<file path="src/rtl/u8u16_pkg.sv">
// Package with shared types and constants of the UTF-8 to UTF-16 transcoder.
package u8u16_pkg;

    // Field widths of the channels and the configuration register.
    localparam int BYTE_W   = 8;
    localparam int UNIT_W   = 16;
    localparam int COUNT_W  = 13;
    localparam int ACC_W    = 21;

    // Hard capacity of a destination buffer and the reset value of the limit.
    localparam logic [COUNT_W-1:0] MAX_UNITS   = COUNT_W'(4096);
    localparam logic [COUNT_W-1:0] LIMIT_RESET = COUNT_W'(256);

    // Result queue depth; one byte can push up to three items.
    localparam int MAX_PUSH = 3;
    localparam int Q_DEPTH  = 4;
    localparam int PTR_W    = $clog2(Q_DEPTH);
    localparam int QCNT_W   = $clog2(Q_DEPTH + 1);

    // Surrogate encoding constants.
    localparam logic [ACC_W-1:0]  SUPP_BASE = ACC_W'(20'h10000);
    localparam logic [UNIT_W-1:0] HI_SURR   = 16'hD800;
    localparam logic [UNIT_W-1:0] LO_SURR   = 16'hDC00;

    // Closing status codes.
    typedef enum logic [2:0] {
        ST_OK       = 3'd0,
        ST_BAD_LEAD = 3'd1,
        ST_BAD_CONT = 3'd2,
        ST_TRUNC    = 3'd3,
        ST_NO_ROOM  = 3'd4
    } t_status;

    // One result item.
    typedef struct packed {
        logic [UNIT_W-1:0]  code_unit;
        logic               is_unit;
        t_status            status;
        logic [COUNT_W-1:0] unit_count;
        logic               end_of_run;
    } t_item;

    // Items produced by one byte, in order, and how many of them there are.
    typedef struct packed {
        logic [1:0]              num;
        t_item [MAX_PUSH-1:0]    item;
    } t_push;

endpackage

</file>
<file path="src/rtl/u8u16_decode.sv">
// Per-byte UTF-8 decoder with string state and UTF-16 unit generation.
module u8u16_decode
    import u8u16_pkg::*;
(
    input  logic               i_clk,
    input  logic               i_rst_n,
    input  logic               i_take,
    input  logic [BYTE_W-1:0]  i_byte,
    input  logic               i_last,
    input  logic [COUNT_W-1:0] i_limit,
    output t_push              o_push
);

    logic [ACC_W-1:0]   r_acc,   n_acc;
    logic [1:0]         r_pend,  n_pend;
    logic [COUNT_W-1:0] r_units, n_units;
    t_status            r_err,   n_err;
    logic               r_full,  n_full;

    // String state advances only when a byte is processed.
    always_ff @(posedge i_clk) begin
        if (!i_rst_n) begin
            r_acc   <= '0;
            r_pend  <= '0;
            r_units <= '0;
            r_err   <= ST_OK;
            r_full  <= 1'b0;
        end else if (i_take) begin
            r_acc   <= n_acc;
            r_pend  <= n_pend;
            r_units <= n_units;
            r_err   <= n_err;
            r_full  <= n_full;
        end
    end

    logic [COUNT_W-1:0] limit;
    logic               done;
    logic [ACC_W-1:0]   cp;
    logic [ACC_W-1:0]   supp;
    logic [1:0]         slot;
    t_item              unit_item;

    // Decode the byte, emit the finished code point and close the string.
    always_comb begin
        limit   = (i_limit > MAX_UNITS) ? MAX_UNITS : i_limit;
        n_acc   = r_acc;
        n_pend  = r_pend;
        n_units = r_units;
        n_err   = r_err;
        n_full  = r_full;
        done    = 1'b0;
        slot    = 2'd0;
        o_push  = '0;
        supp    = '0;

        unit_item            = '0;
        unit_item.is_unit    = 1'b1;
        unit_item.status     = ST_OK;

        if (r_err == ST_OK && !r_full) begin
            if (r_pend == 2'd0) begin
                priority if (r_units >= limit) begin
                    n_full = 1'b1;
                end else if (i_byte[7] == 1'b0) begin
                    n_acc = ACC_W'(i_byte);
                    done  = 1'b1;
                end else if (i_byte[7:5] == 3'b110) begin
                    n_acc  = ACC_W'(i_byte[4:0]);
                    n_pend = 2'd1;
                end else if (i_byte[7:4] == 4'b1110) begin
                    n_acc  = ACC_W'(i_byte[3:0]);
                    n_pend = 2'd2;
                end else if (i_byte[7:3] == 5'b11110) begin
                    n_acc  = ACC_W'(i_byte[2:0]);
                    n_pend = 2'd3;
                end else begin
                    n_err = ST_BAD_LEAD;
                end
            end else if (i_byte[7:6] != 2'b10) begin
                n_err = ST_BAD_CONT;
            end else begin
                n_acc  = {r_acc[ACC_W-7:0], i_byte[5:0]};
                n_pend = r_pend - 2'd1;
                done   = (r_pend == 2'd1);
            end
        end

        cp = n_acc;

        // A finished code point gives one unit or a surrogate pair.
        if (done) begin
            if (cp[ACC_W-1:UNIT_W] == '0) begin
                if (r_units < limit) begin
                    n_units              = r_units + COUNT_W'(1);
                    unit_item.code_unit  = cp[UNIT_W-1:0];
                    unit_item.unit_count = n_units;
                    o_push.item[0]       = unit_item;
                    slot                 = 2'd1;
                end
            end else begin
                supp = cp - SUPP_BASE;
                if ({1'b0, r_units} + (COUNT_W+1)'(1) < {1'b0, limit}) begin
                    unit_item.code_unit  = HI_SURR | UNIT_W'(supp[19:10]);
                    unit_item.unit_count = r_units + COUNT_W'(1);
                    o_push.item[0]       = unit_item;
                    unit_item.code_unit  = LO_SURR | UNIT_W'(supp[9:0]);
                    unit_item.unit_count = r_units + COUNT_W'(2);
                    o_push.item[1]       = unit_item;
                    n_units              = r_units + COUNT_W'(2);
                    slot                 = 2'd2;
                end else begin
                    n_err = ST_NO_ROOM;
                end
            end
            n_acc = '0;
        end

        // The flagged byte adds the closing item and clears the string state.
        if (i_last) begin
            if (n_err == ST_OK && !n_full && n_pend != 2'd0) begin
                n_err = ST_TRUNC;
            end
            o_push.item[slot].code_unit  = '0;
            o_push.item[slot].is_unit    = 1'b0;
            o_push.item[slot].status     = n_err;
            o_push.item[slot].unit_count = n_units;
            o_push.item[slot].end_of_run = 1'b1;
            slot    = slot + 2'd1;
            n_acc   = '0;
            n_pend  = '0;
            n_units = '0;
            n_err   = ST_OK;
            n_full  = 1'b0;
        end

        o_push.num = i_take ? slot : 2'd0;
    end

endmodule

</file>
<file path="src/rtl/u8u16_outq.sv">
// Result queue: takes up to three items a cycle, delivers one item a cycle while the receiver is ready.
module u8u16_outq
    import u8u16_pkg::*;
(
    input  logic  i_clk,
    input  logic  i_rst_n,
    input  t_push i_push,
    output logic  o_room,
    output logic  o_valid,
    input  logic  i_ready,
    output t_item o_item
);

    t_item              r_mem [Q_DEPTH];
    logic [PTR_W-1:0]   r_wr_ptr, n_wr_ptr;
    logic [PTR_W-1:0]   r_rd_ptr, n_rd_ptr;
    logic [QCNT_W-1:0]  r_count,  n_count;
    logic               pop;

    function automatic logic [PTR_W-1:0] ptr_add(input logic [PTR_W-1:0] ptr,
                                                 input logic [1:0] step);
        logic [PTR_W+1:0] sum;
        sum = (PTR_W+2)'(ptr) + (PTR_W+2)'(step);
        if (sum >= (PTR_W+2)'(Q_DEPTH)) begin
            sum = sum - (PTR_W+2)'(Q_DEPTH);
        end
        return sum[PTR_W-1:0];
    endfunction

    assign o_valid = (r_count != '0);
    assign o_item  = r_mem[r_rd_ptr];
    assign pop     = o_valid && i_ready;

    // A new byte may be processed when three slots are free after this pop.
    assign o_room  = (r_count - QCNT_W'(pop)) <= QCNT_W'(Q_DEPTH - MAX_PUSH);

    // Pointer and occupancy bookkeeping.
    always_comb begin
        n_wr_ptr = ptr_add(r_wr_ptr, i_push.num);
        n_rd_ptr = pop ? ptr_add(r_rd_ptr, 2'd1) : r_rd_ptr;
        n_count  = r_count - QCNT_W'(pop) + QCNT_W'(i_push.num);
    end

    always_ff @(posedge i_clk) begin
        if (!i_rst_n) begin
            r_wr_ptr <= '0;
            r_rd_ptr <= '0;
            r_count  <= '0;
        end else begin
            r_wr_ptr <= n_wr_ptr;
            r_rd_ptr <= n_rd_ptr;
            r_count  <= n_count;
        end
    end

    // Item storage; the pushed items land in consecutive slots.
    always_ff @(posedge i_clk) begin
        for (int k = 0; k < MAX_PUSH; k++) begin
            if (2'(k) < i_push.num) begin
                r_mem[ptr_add(r_wr_ptr, 2'(k))] <= i_push.item[k];
            end
        end
    end

endmodule

</file>
<file path="src/rtl/utf8_to_utf16_transcoder.sv">
// Top level of the UTF-8 to UTF-16 transcoder.
//
// Usage: source bytes of one string enter on the input channel (i_in_valid,
// o_in_ready, i_byte_value, i_last_byte), with i_last_byte set on the final
// byte. Result items leave on the output channel (o_out_valid, i_out_ready):
// a unit item per UTF-16 code unit, and one closing status item per string
// that carries the status code and the unit count. The destination capacity
// is written through i_cfg_we / i_cfg_data while the block is idle.
// Path: an accepted byte is held in the input register, decoded from it
// once the queue has room, and written to the result queue, from which its
// first result is visible on the output channel.
// Throughput: one byte per cycle while each byte yields at most one item and
// the receiver is ready. The output port delivers one item per cycle, so the
// items of a byte that gives a surrogate pair, or a pair plus the closing
// item, leave one after another; that single output port sets this figure.
// Reset clears the string state, empties the queue and sets the capacity to
// 256 units; no clearing pass follows. When the receiver stalls, the queue
// fills, decoding pauses and o_in_ready drops once the input register holds
// a byte.
module utf8_to_utf16_transcoder
    import u8u16_pkg::*;
(
    input  logic               i_clk,
    input  logic               i_rst_n,
    input  logic               i_cfg_we,
    input  logic [COUNT_W-1:0] i_cfg_data,
    input  logic               i_in_valid,
    output logic               o_in_ready,
    input  logic [BYTE_W-1:0]  i_byte_value,
    input  logic               i_last_byte,
    output logic               o_out_valid,
    input  logic               i_out_ready,
    output logic [UNIT_W-1:0]  o_code_unit,
    output logic               o_is_unit,
    output logic [2:0]         o_status,
    output logic [COUNT_W-1:0] o_unit_count,
    output logic               o_end_of_run
);

    logic [COUNT_W-1:0] r_limit;
    logic               r_in_valid;
    logic [BYTE_W-1:0]  r_in_byte;
    logic               r_in_last;
    logic               room;
    logic               take;
    t_push              push;
    t_item              item;

    // Capacity register.
    always_ff @(posedge i_clk) begin
        if (!i_rst_n) begin
            r_limit <= LIMIT_RESET;
        end else if (i_cfg_we) begin
            r_limit <= i_cfg_data;
        end
    end

    // Input register; it refills in the cycle its byte is decoded.
    assign take       = r_in_valid && room;
    assign o_in_ready = !r_in_valid || room;

    always_ff @(posedge i_clk) begin
        if (!i_rst_n) begin
            r_in_valid <= 1'b0;
        end else if (o_in_ready) begin
            r_in_valid <= i_in_valid;
        end
    end

    always_ff @(posedge i_clk) begin
        if (o_in_ready && i_in_valid) begin
            r_in_byte <= i_byte_value;
            r_in_last <= i_last_byte;
        end
    end

    u8u16_decode u_decode (
        .i_clk   (i_clk),
        .i_rst_n (i_rst_n),
        .i_take  (take),
        .i_byte  (r_in_byte),
        .i_last  (r_in_last),
        .i_limit (r_limit),
        .o_push  (push)
    );

    u8u16_outq u_outq (
        .i_clk   (i_clk),
        .i_rst_n (i_rst_n),
        .i_push  (push),
        .o_room  (room),
        .o_valid (o_out_valid),
        .i_ready (i_out_ready),
        .o_item  (item)
    );

    // Result fields.
    assign o_code_unit  = item.code_unit;
    assign o_is_unit    = item.is_unit;
    assign o_status     = 3'(item.status);
    assign o_unit_count = item.unit_count;
    assign o_end_of_run = item.end_of_run;

endmodule

</file>
<file path="config.mk">
export PLATFORM = sky130hd
export DESIGN_NAME = utf8_to_utf16_transcoder
export DESIGN_NICKNAME = d
export VERILOG_FILES = /design/src/rtl/u8u16_pkg.sv /design/src/rtl/u8u16_decode.sv /design/src/rtl/u8u16_outq.sv /design/src/rtl/utf8_to_utf16_transcoder.sv
export SDC_FILE = /design/constraint.sdc
export NUM_CORES = 1
export LEC_CHECK = 0
export BUFFER_PORTS_ARGS = -buffer_cell sky130_fd_sc_hd__buf_4
export CAP_MARGIN = 5
export CORE_MARGIN = 5
export CORE_UTILIZATION = 63
export CTS_CLUSTER_SIZE = 8
export DETAILED_ROUTE_END_ITERATION = 12
export GPL_TIMING_DRIVEN = 0
export PLACE_DENSITY = 0.82
export SYNTH_ARGS = -nofsm -noshare
export SYNTH_HDL_FRONTEND = slang
export SYNTH_SLANG_ARGS = --single-unit
</file>
<file path="constraint.sdc">
create_clock -name i_clk -period 10.63 [get_ports i_clk]
set_clock_uncertainty 0.15 [all_clocks]
set_input_delay 1.063 -clock i_clk [delete_from_list [all_inputs] [get_ports i_clk]]
set_output_delay 1.063 -clock i_clk [all_outputs]
set_load 0.02 [all_outputs]
</file>
==> results by group, run 1 <==
Status
  – Status: complete, no violations

Power
  – Int Pwr: 1.92 mW
  – Gate power share: 39.2%
  – Power Density: 213 nW/um2
  – Share of power burned in registers: 33.1%
  – Clock power frac: 27.6%
  – Leakage: 5.10 nW
  – Switching power: 1.20 mW
  – Peak VDD IR: between 0.15 and 0.2 mV
  – Switch share: 38.6%

Clock tree
  – Clock Tree Buf Depth: 3
  – Resized cells post-CTS: 0
  – H-tree Lvls: 1
  – Setup Buffers After CTS: 0
  – CTS root buf: clkbuf_16
  – Num CTS Buffers: 29
  – Clk Latency, worst-skew pair: 570 ps
  – Worst-path clk slew: 50 ps
  – CTS tree: yes
  – Hold buffer count at CTS: 0
  – CTS sink count: ~210

GRT
  – Vias in the first global route: 11,806
  – Gr usage total: 38.1%
  – Initial antenna violation count: 0
  – First-pass GRT wire length: 69,800 um
  – Largest net degree at the start of global routing: 35
  – GR Overflow Total: 0

STA
  – Total negative slack: 0 ps
  – Final setup fails: 0
  – Final min period: 7750 ps
  – Fmax: 129 MHz
  – Final Cycle Share: between 70% and 80%
  – Final Hold Vio Count: 0
  – Max_slew headroom: 25.6%
  – Fin. max-slew vios: 0
  – RSZ-0062 raised after global routing: no
  – Final WS setup: 2880 ps
  – Worst Max-Slew Pin Slew: between 1000 and 1500 ps

Layout
  – Layout cell share with drive strength beyond 1: 14.9%
  – Area Growth Syn to Fin: 13.6%
  – Fin nets: 1,456
  – Finished Cell Area: ~15,000 um2

Detailed routing
  – Total number of vias: between 10,000 and 15,000
  – Drt via density: 7.37
  – DR DRC count: 0
  – WL final: 46,500 um
  – Routed wire length per instance: 27.7 um
  – Iteration-0 DRC Markers: 2,010
  – First drt pass iteration count: 9
  – Routed Antenna Nets: 0

Placed design
  – I/O Buffers: 60
  – Detailed Place HPWL: 32,500 um
  – Pre-CTS WS: 3230 ps
  – GP Congestion: 1.05
  – Placed cell area: 13,900 um2

Worst setup path
  – Worst r2r src: r_limit[12]
  – Type of element capturing the critical path: register
  – Crit path largest cell delay: 740 ps
  – Slowest-stage cell, CP: clkbuf_1
  – Crit path max fanout: 18
  – CP Data Arrival Time: 7900 ps
  – Crit path max-delay family: buffers and inverters
  – Worst EP required: 10,780 ps
  – Critical path type: reg -> reg
  – Reg-to-reg setup timing slack: 2880 ps
  – Buf+Inv Stages, Crit Path: 9
  – Startpoint Class: register
  – R2r endpoint: u_outq.r_mem[0][24]
  – Cell depth of the worst flop-to-flop path: 26

Floorplanning
  – Starting Density: between 60% and 70%
  – Chip width: 153 um
  – Die ar.: 23,500 um2
  – Core area: just over 20,000 um2
  – Io pins: 63
  – Cell Rows: 52
  – Die height: 153 um

Yosys
  – Proportion of synthesized area in mux cells: 7.37%
  – Largest cells by area after synthesis: edfxtp_1 34%, dfxtp_1 9.8%, mux4_2 5.9%
  – Post-Synth Simple-Gate Area: ~16%
  – Ys flop type: edfxtp_1
  – Top cell type by total area after synthesis: edfxtp_1
  – XOR/XNOR share of the synthesized area: 1.89%
  – Count of different cell masters after synthesis: just under 100
  – Post-synthesis cell count: roughly 1,300
  – Adder-Cell Fraction of Synth Area: between 4 and 5%
  – Mapped cell area: about 13,000 um2
  – Syn nets: 1,360
  – Avg Inst Size Synth: 10.0 um2
  – EDFF count, synth: 145
  – Synth cell count leaders: 145 x edfxtp_1, 145 x nand2_1, 94 x nor2_1
  – Compound-cell area share of the yosys netlist: 23.0%
  – Largest family of logic cells by synthesized area: compound AO/OA/AOI/OAI gates
  – Register area share after synthesis: between 40 and 50%
  – Top cell type's share of synthesized area: around a third
  – Async set-or-reset flop fraction in the synthesized netlist: 0%
  – Synth Register Bits: roughly 210
  – Synth Warn #: 0

Min path
  – Hold EP: r_limit[8]
  – Hold Path Depth: 2
  – Min-delay worst type: reg -> reg
  – Worst Hold Launch: r_limit[8]

Job
  – Maxcap violations: 0
per-stage QoR:
stage	power (mW)	util, %	hold slack, ps	cells
3_3_place_gp	2.17	67.8	304	1621
6_report	3.12	72.6	335	1678
2_1_floorplan	1.79	-	292	1291
4_1_cts	3.07	72.6	329	1677
3_5_place_dp	2.21	68.5	314	1626
5_1_grt	3.22	72.6	360	1677
flip-flops by register name (all words and copies together) (netlist names), named ones only:
signal            cells
u_decode.r_err        3
r_in_byte             8
u_decode.r_pend       2
u_decode.r_acc       21
u_outq.r_count        3
u_outq.r_rd_ptr       2
u_decode.r_full       1
u_outq.r_wr_ptr       2
r_limit              13
u_outq.r_mem        136
u_decode.r_units     13
r_in_last             1
r_in_valid            1
cell usage in the layout (no fill, tap or decap), drive strengths merged, types with 8 or more instances in the layout:
cell type    n
nand2      146
edfxtp     145
o21ai      111
clkbuf     104
buf        100
nor2        95
dfxtp       63
a21oi       54
nor2b       46
ha          41
a22oi       36
mux4        34
and2        32
o221ai      28
inv         28
o22ai       27
nor3        26
nand3       25
xnor2       19
a21boi      17
mux2i       15
a22o        13
o21a        12
a221o       12
o211ai      12
and3        11
a31oi       11
nand4       10
o31ai       10
nor4         9
a32oi        9
o32ai        9
xor2         8
a211oi       8
worst max path at each step:
stage	from	endpoint	slack [ps]	depth (start not counted)
finish	r_limit[12]	u_outq.r_mem[0][24]	2880	26
global route	r_limit[12]	u_outq.r_mem[0][6]	2660	26
CTS	r_limit[12]	u_outq.r_mem[0][6]	3230	26
detailed placement	u_decode.r_units[0]	u_outq.r_mem[0][12]	3230	23
global placement	u_decode.r_units[0]	u_outq.r_mem[0][5]	190	19
floorplan	r_limit[12]	u_outq.r_mem[0][0]	3110	21
area by class of cell:
class                      count  area [um2]
buffer                        89         394
multi-input combinational    964        6850
clock inverter                 1        20.0
inverter                      30         113
fill                        1462        5550
clock buffer                  50         805
antenna                        1        2.50
sequential                   208        5620
tap                          270         338
timing repair buffer          65         556
metal layers:
| layer | part of all wire [%] | track usage (%) | vias up | wire [um] |
|---|---|---|---|---|
| met4 | 6.6 | 18.7 | 0 | 3080 |
| met5 | 0 | 0 | - | 0 |
| met1 | 35 | 49.8 | 5730 | 16400 |
| met2 | 44 | 60.2 | 1179 | 20600 |
| met3 | 14 | 8.57 | 293 | 6320 |
| li1 | - | - | 5166 | - |
power by group through the flow:
stage               sequential (mW)  clock, mW  combinational [mW]
CTS                            1.03      0.854                1.18
detailed placement             1.04          0                1.17
global placement               1.04          0                1.12
global route                   1.04      0.897                1.28
finish                         1.03      0.863                1.22
floorplan                      1.03          0               0.765
kinds of logic (layout without fill, tap and decap cells):
group	count (synthesis)	count (layout)
fa+ha+maj	45	45
compound gates	413	413
other cells	0	1
buf+inv	119	235
mux	52	52
simple gates	427	427
xor+xnor	27	27
flops	208	208
worst min-delay path: cells and delay by family, from the launching register on:
family	cells	cell delay, ps
DFF	1	330
muxes	1	70
and+or+nand+nor	1	60
Power figures use the tool's default switching activity.
==> run 2: changes to the inputs <==
--- a/config.mk
+++ b/config.mk
@@ -8,11 +8,11 @@
 export BUFFER_PORTS_ARGS = -buffer_cell sky130_fd_sc_hd__buf_4
 export CAP_MARGIN = 5
 export CORE_MARGIN = 5
-export CORE_UTILIZATION = 63
+export CORE_UTILIZATION = 56
 export CTS_CLUSTER_SIZE = 8
 export DETAILED_ROUTE_END_ITERATION = 12
 export GPL_TIMING_DRIVEN = 0
-export PLACE_DENSITY = 0.82
+export PLACE_DENSITY = 0.77
 export SYNTH_ARGS = -nofsm -noshare
 export SYNTH_HDL_FRONTEND = slang
 export SYNTH_SLANG_ARGS = --single-unit
==> constraint.sdc (replaced) <==
create_clock -name i_clk -period 6.45 [get_ports i_clk]
set_clock_uncertainty 0.15 [all_clocks]
set_input_delay 0.645 -clock i_clk [delete_from_list [all_inputs] [get_ports i_clk]]
set_output_delay 0.645 -clock i_clk [all_outputs]
set_load 0.02 [all_outputs]
==> results by group, run 2 (synthesis gave the netlist of run 1 again) <==
Placed design
  – Detailed Place HPWL: 32,200 um (was 32,500 um)
  – GP Congestion: 1.06 (was 1.05)
  – Pre-CTS WS: -974 ps (was 3230 ps)
  – I/O Buffers: 60 (unchanged)

STA
  – Fin. max-slew vios: 0 (unchanged)
  – Final WS setup: 257 ps (was 2880 ps)
  – Final Hold Vio Count: 0 (unchanged)
  – Final Cycle Share: 96.0% (was 72.9%)
  – Fmax: 161 MHz (was 129 MHz)
  – Worst Max-Slew Pin Slew: 1330 ps (was 1120 ps)
  – Total negative slack: 0 ps (unchanged)
  – Final setup fails: 0 (unchanged)
  – Max_slew headroom: 10.3% (was 25.6%)
  – Final min period: 6190 ps (was 7750 ps)

Power
  – Gate power share: 39.1% (was 39.2%)
  – Switching power: 1.94 mW (was 1.20 mW)
  – Power Density: 344 nW/um2 (was 213 nW/um2)
  – Peak VDD IR: 0.289 mV (was 0.192 mV)
  – Leakage: 5.21 nW (was 5.10 nW)
  – Int Pwr: 3.18 mW (was 1.92 mW)
  – Switch share: 38.0% (was 38.6%)
  – Clock power frac: 27.9% (was 27.6%)
  – Share of power burned in registers: 33.0% (was 33.1%)

Status
  – Status: complete, no violations (unchanged)

Layout
  – Most frequent cells in the layout: 145 x edfxtp_1, 143 x nand2_1, 91 x o21ai_0, 89 x nor2_1, 68 x buf_4 (was 145 x edfxtp_1, 144 x nand2_1, 93 x nor2_1, 93 x o21ai_0, 75 x clkbuf_1)
  – Most flops, register: u_outq.r_mem (unchanged)
  – Commonest non-fill, non-tap cell in the layout: edfxtp_1 (unchanged)
  – Number of flip-flops under the largest register name: 136 (unchanged)
  – Layout cell share with drive strength beyond 1: 17.1% (was 14.9%)
  – Area Growth Syn to Fin: 14.9% (was 13.6%)
  – Antenna Cells: 0 (was 1)
  – Largest regs: u_outq.r_mem: 136 flops, u_decode.r_acc: 21 flops (unchanged)
  – Fin nets: 1,460 (was 1,456)

Floorplanning
  – Io pins: 63 (unchanged)
  – Starting Density: 56.9% (was 63.9%)
  – Cell Rows: 55 (was 52)
  – Die ar.: 26,200 um2 (was 23,500 um2)
  – Core area: 22,700 um2 (was 20,200 um2)
  – Chip width: 162 um (was 153 um)
  – Die height: 162 um (was 153 um)

Job
  – Maxcap violations: 0 (unchanged)

Detailed routing
  – DR DRC count: 0 (unchanged)
  – Drt via density: 6.93 (was 7.37)
  – Iteration-0 DRC Markers: 1,677 (was 2,010)
  – WL final: 43,500 um (was 46,500 um)
  – First drt pass iteration count: 5 (was 9)
  – Routed Antenna Nets: 0 (unchanged)
  – Routed wire length per instance: 25.6 um (was 27.7 um)
  – Total number of vias: 11,766 (was 12,368)

Clock tree
  – Hold buffer count at CTS: 0 (unchanged)
  – CTS root buf: clkbuf_16 (unchanged)
  – Clock Tree Buf Depth: 3 (unchanged)
  – CTS sink count: 208 (unchanged)
  – Clk Latency, worst-skew pair: 570 ps (about the same)
  – H-tree Lvls: 1 (unchanged)
  – CTS tree: yes (unchanged)
  – Num CTS Buffers: 29 (unchanged)
  – Worst-path clk slew: 60 ps (was 50 ps)

Worst setup path
  – Startpoint Class: register (unchanged)
  – Type of element capturing the critical path: register (unchanged)
  – Buf+Inv Stages, Crit Path: 5 (was 9)
  – Crit path largest cell delay: 570 ps (was 740 ps)
  – Slowest-stage cell, CP: clkbuf_1 (unchanged)
  – Critical path type: reg -> reg (unchanged)
  – Crit path max-delay family: buffers and inverters (unchanged)
  – Crit path max fanout: 11 (was 18)
  – CP Data Arrival Time: 6330 ps (was 7900 ps)
  – Crit-path cells: ha_1 -> and3_1 -> and3_2 -> nand2_1 -> xnor2_1 -> inv_1 -> ha_1 -> nand2_1 -> a2111oi_0 -> o41ai_1 -> and3_1 -> buf_2 -> o311ai_4 -> buf_4 -> buf_4 -> ha_1 -> nand2b_1 -> nand3_1 -> nor2_2 -> o21ai_2 -> clkbuf_1 -> a2bb2oi_1 -> o21ai_0
  – Cell mode on critical path: ha_1
  – Worst EP required: 6590 ps (was 10,780 ps)

GRT
  – First-pass GRT wire length: 66,900 um (was 69,800 um)
  – Vias in the first global route: 11,156 (was 11,806)
  – Largest net degree at the start of global routing: 35 (unchanged)
  – Initial antenna violation count: 2 (was 0)
  – Gr usage total: 32.6% (was 38.1%)
  – GR Overflow Total: 0 (unchanged)

Min path
  – Min-delay worst type: in -> reg (was reg -> reg)
==> run 2: power by group through the flow <==
stage               sequential (mW)  combinational (mW)  clock, mW
floorplan                      1.69                1.27          0
global placement               1.71                1.86          0
detailed placement             1.71                1.93          0
CTS                            1.69                1.95       1.42
global route                   1.70                2.12       1.48
finish                         1.69                2.00       1.43
==> run 2: what timing repair did <==
action / CTS / global route
pin swaps: 0 / 4
setup endpoints to repair: 233 / 202
buffers inserted: 0 / 5
gates resized for setup: 20 / 27
==> run 2: path summary, 6_finish.rpt <==
| check | startpoint | cells past startpoint | end | slack, ps |
|---|---|---|---|---|
| setup / recovery | u_decode.r_units[1] | 23 | u_outq.r_mem[3][3] | 260 |
| hold / removal | i_byte_value[1] | 1 | r_in_byte[1] | 100 |
| setup reg to reg | u_decode.r_units[1] | 23 | u_outq.r_mem[3][3] | 260 |
| hold reg to reg | r_limit[8] | 2 | r_limit[8] | 340 |
==> run 2: area by class of cell <==
class	instances	area, um2
Sequential cell	208	5620
Multi-Input combinational cell	964	6950
Clock buffer	51	808
Tap cell	285	357
Timing Repair Buffer	70	591
Fill cell	1845	7850
Clock inverter	1	20.0
Buffer	88	408
Inverter	30	113
==> run 2: stage by stage <==
stage	util (%)	area, um2	power, mW	hold WS, ps	cells
finish	65.5	14900	5.12	104	1697
global route	65.5	14900	5.30	103	1697
CTS	65.1	14800	5.06	98.5	1692
detailed placement	61.1	13900	3.64	325	1641
global placement	60.6	13800	3.58	307	1636
floorplan	-	12900	2.96	292	1291
==> run 2: worst register-to-register path, stage by stage (launching register included) <==
cell and delay [ps]:
dfxtp_2 430, ha_1 320, and3_1 280, and3_2 290
nand2_1 90, xnor2_1 260, inv_1 180, ha_1 330
nand2_1 50, a2111oi_0 390, o41ai_1 160, and3_1 230
buf_2 220, o311ai_4 100, buf_4 250, buf_4 240
ha_1 270, nand2b_1 170, nand3_1 160, nor2_2 90
o21ai_2 310, clkbuf_1 580, a2bb2oi_1 220, o21ai_0 140
==> run 2: layer usage <==
layer	wire length [um]	up-vias	GRT usage [%]
met4	2220	4	12.4
met1	17300	5521	45.8
met2	18900	874	50.6
met5	34	-	0
li1	-	5174	-
met3	5000	193	6.24
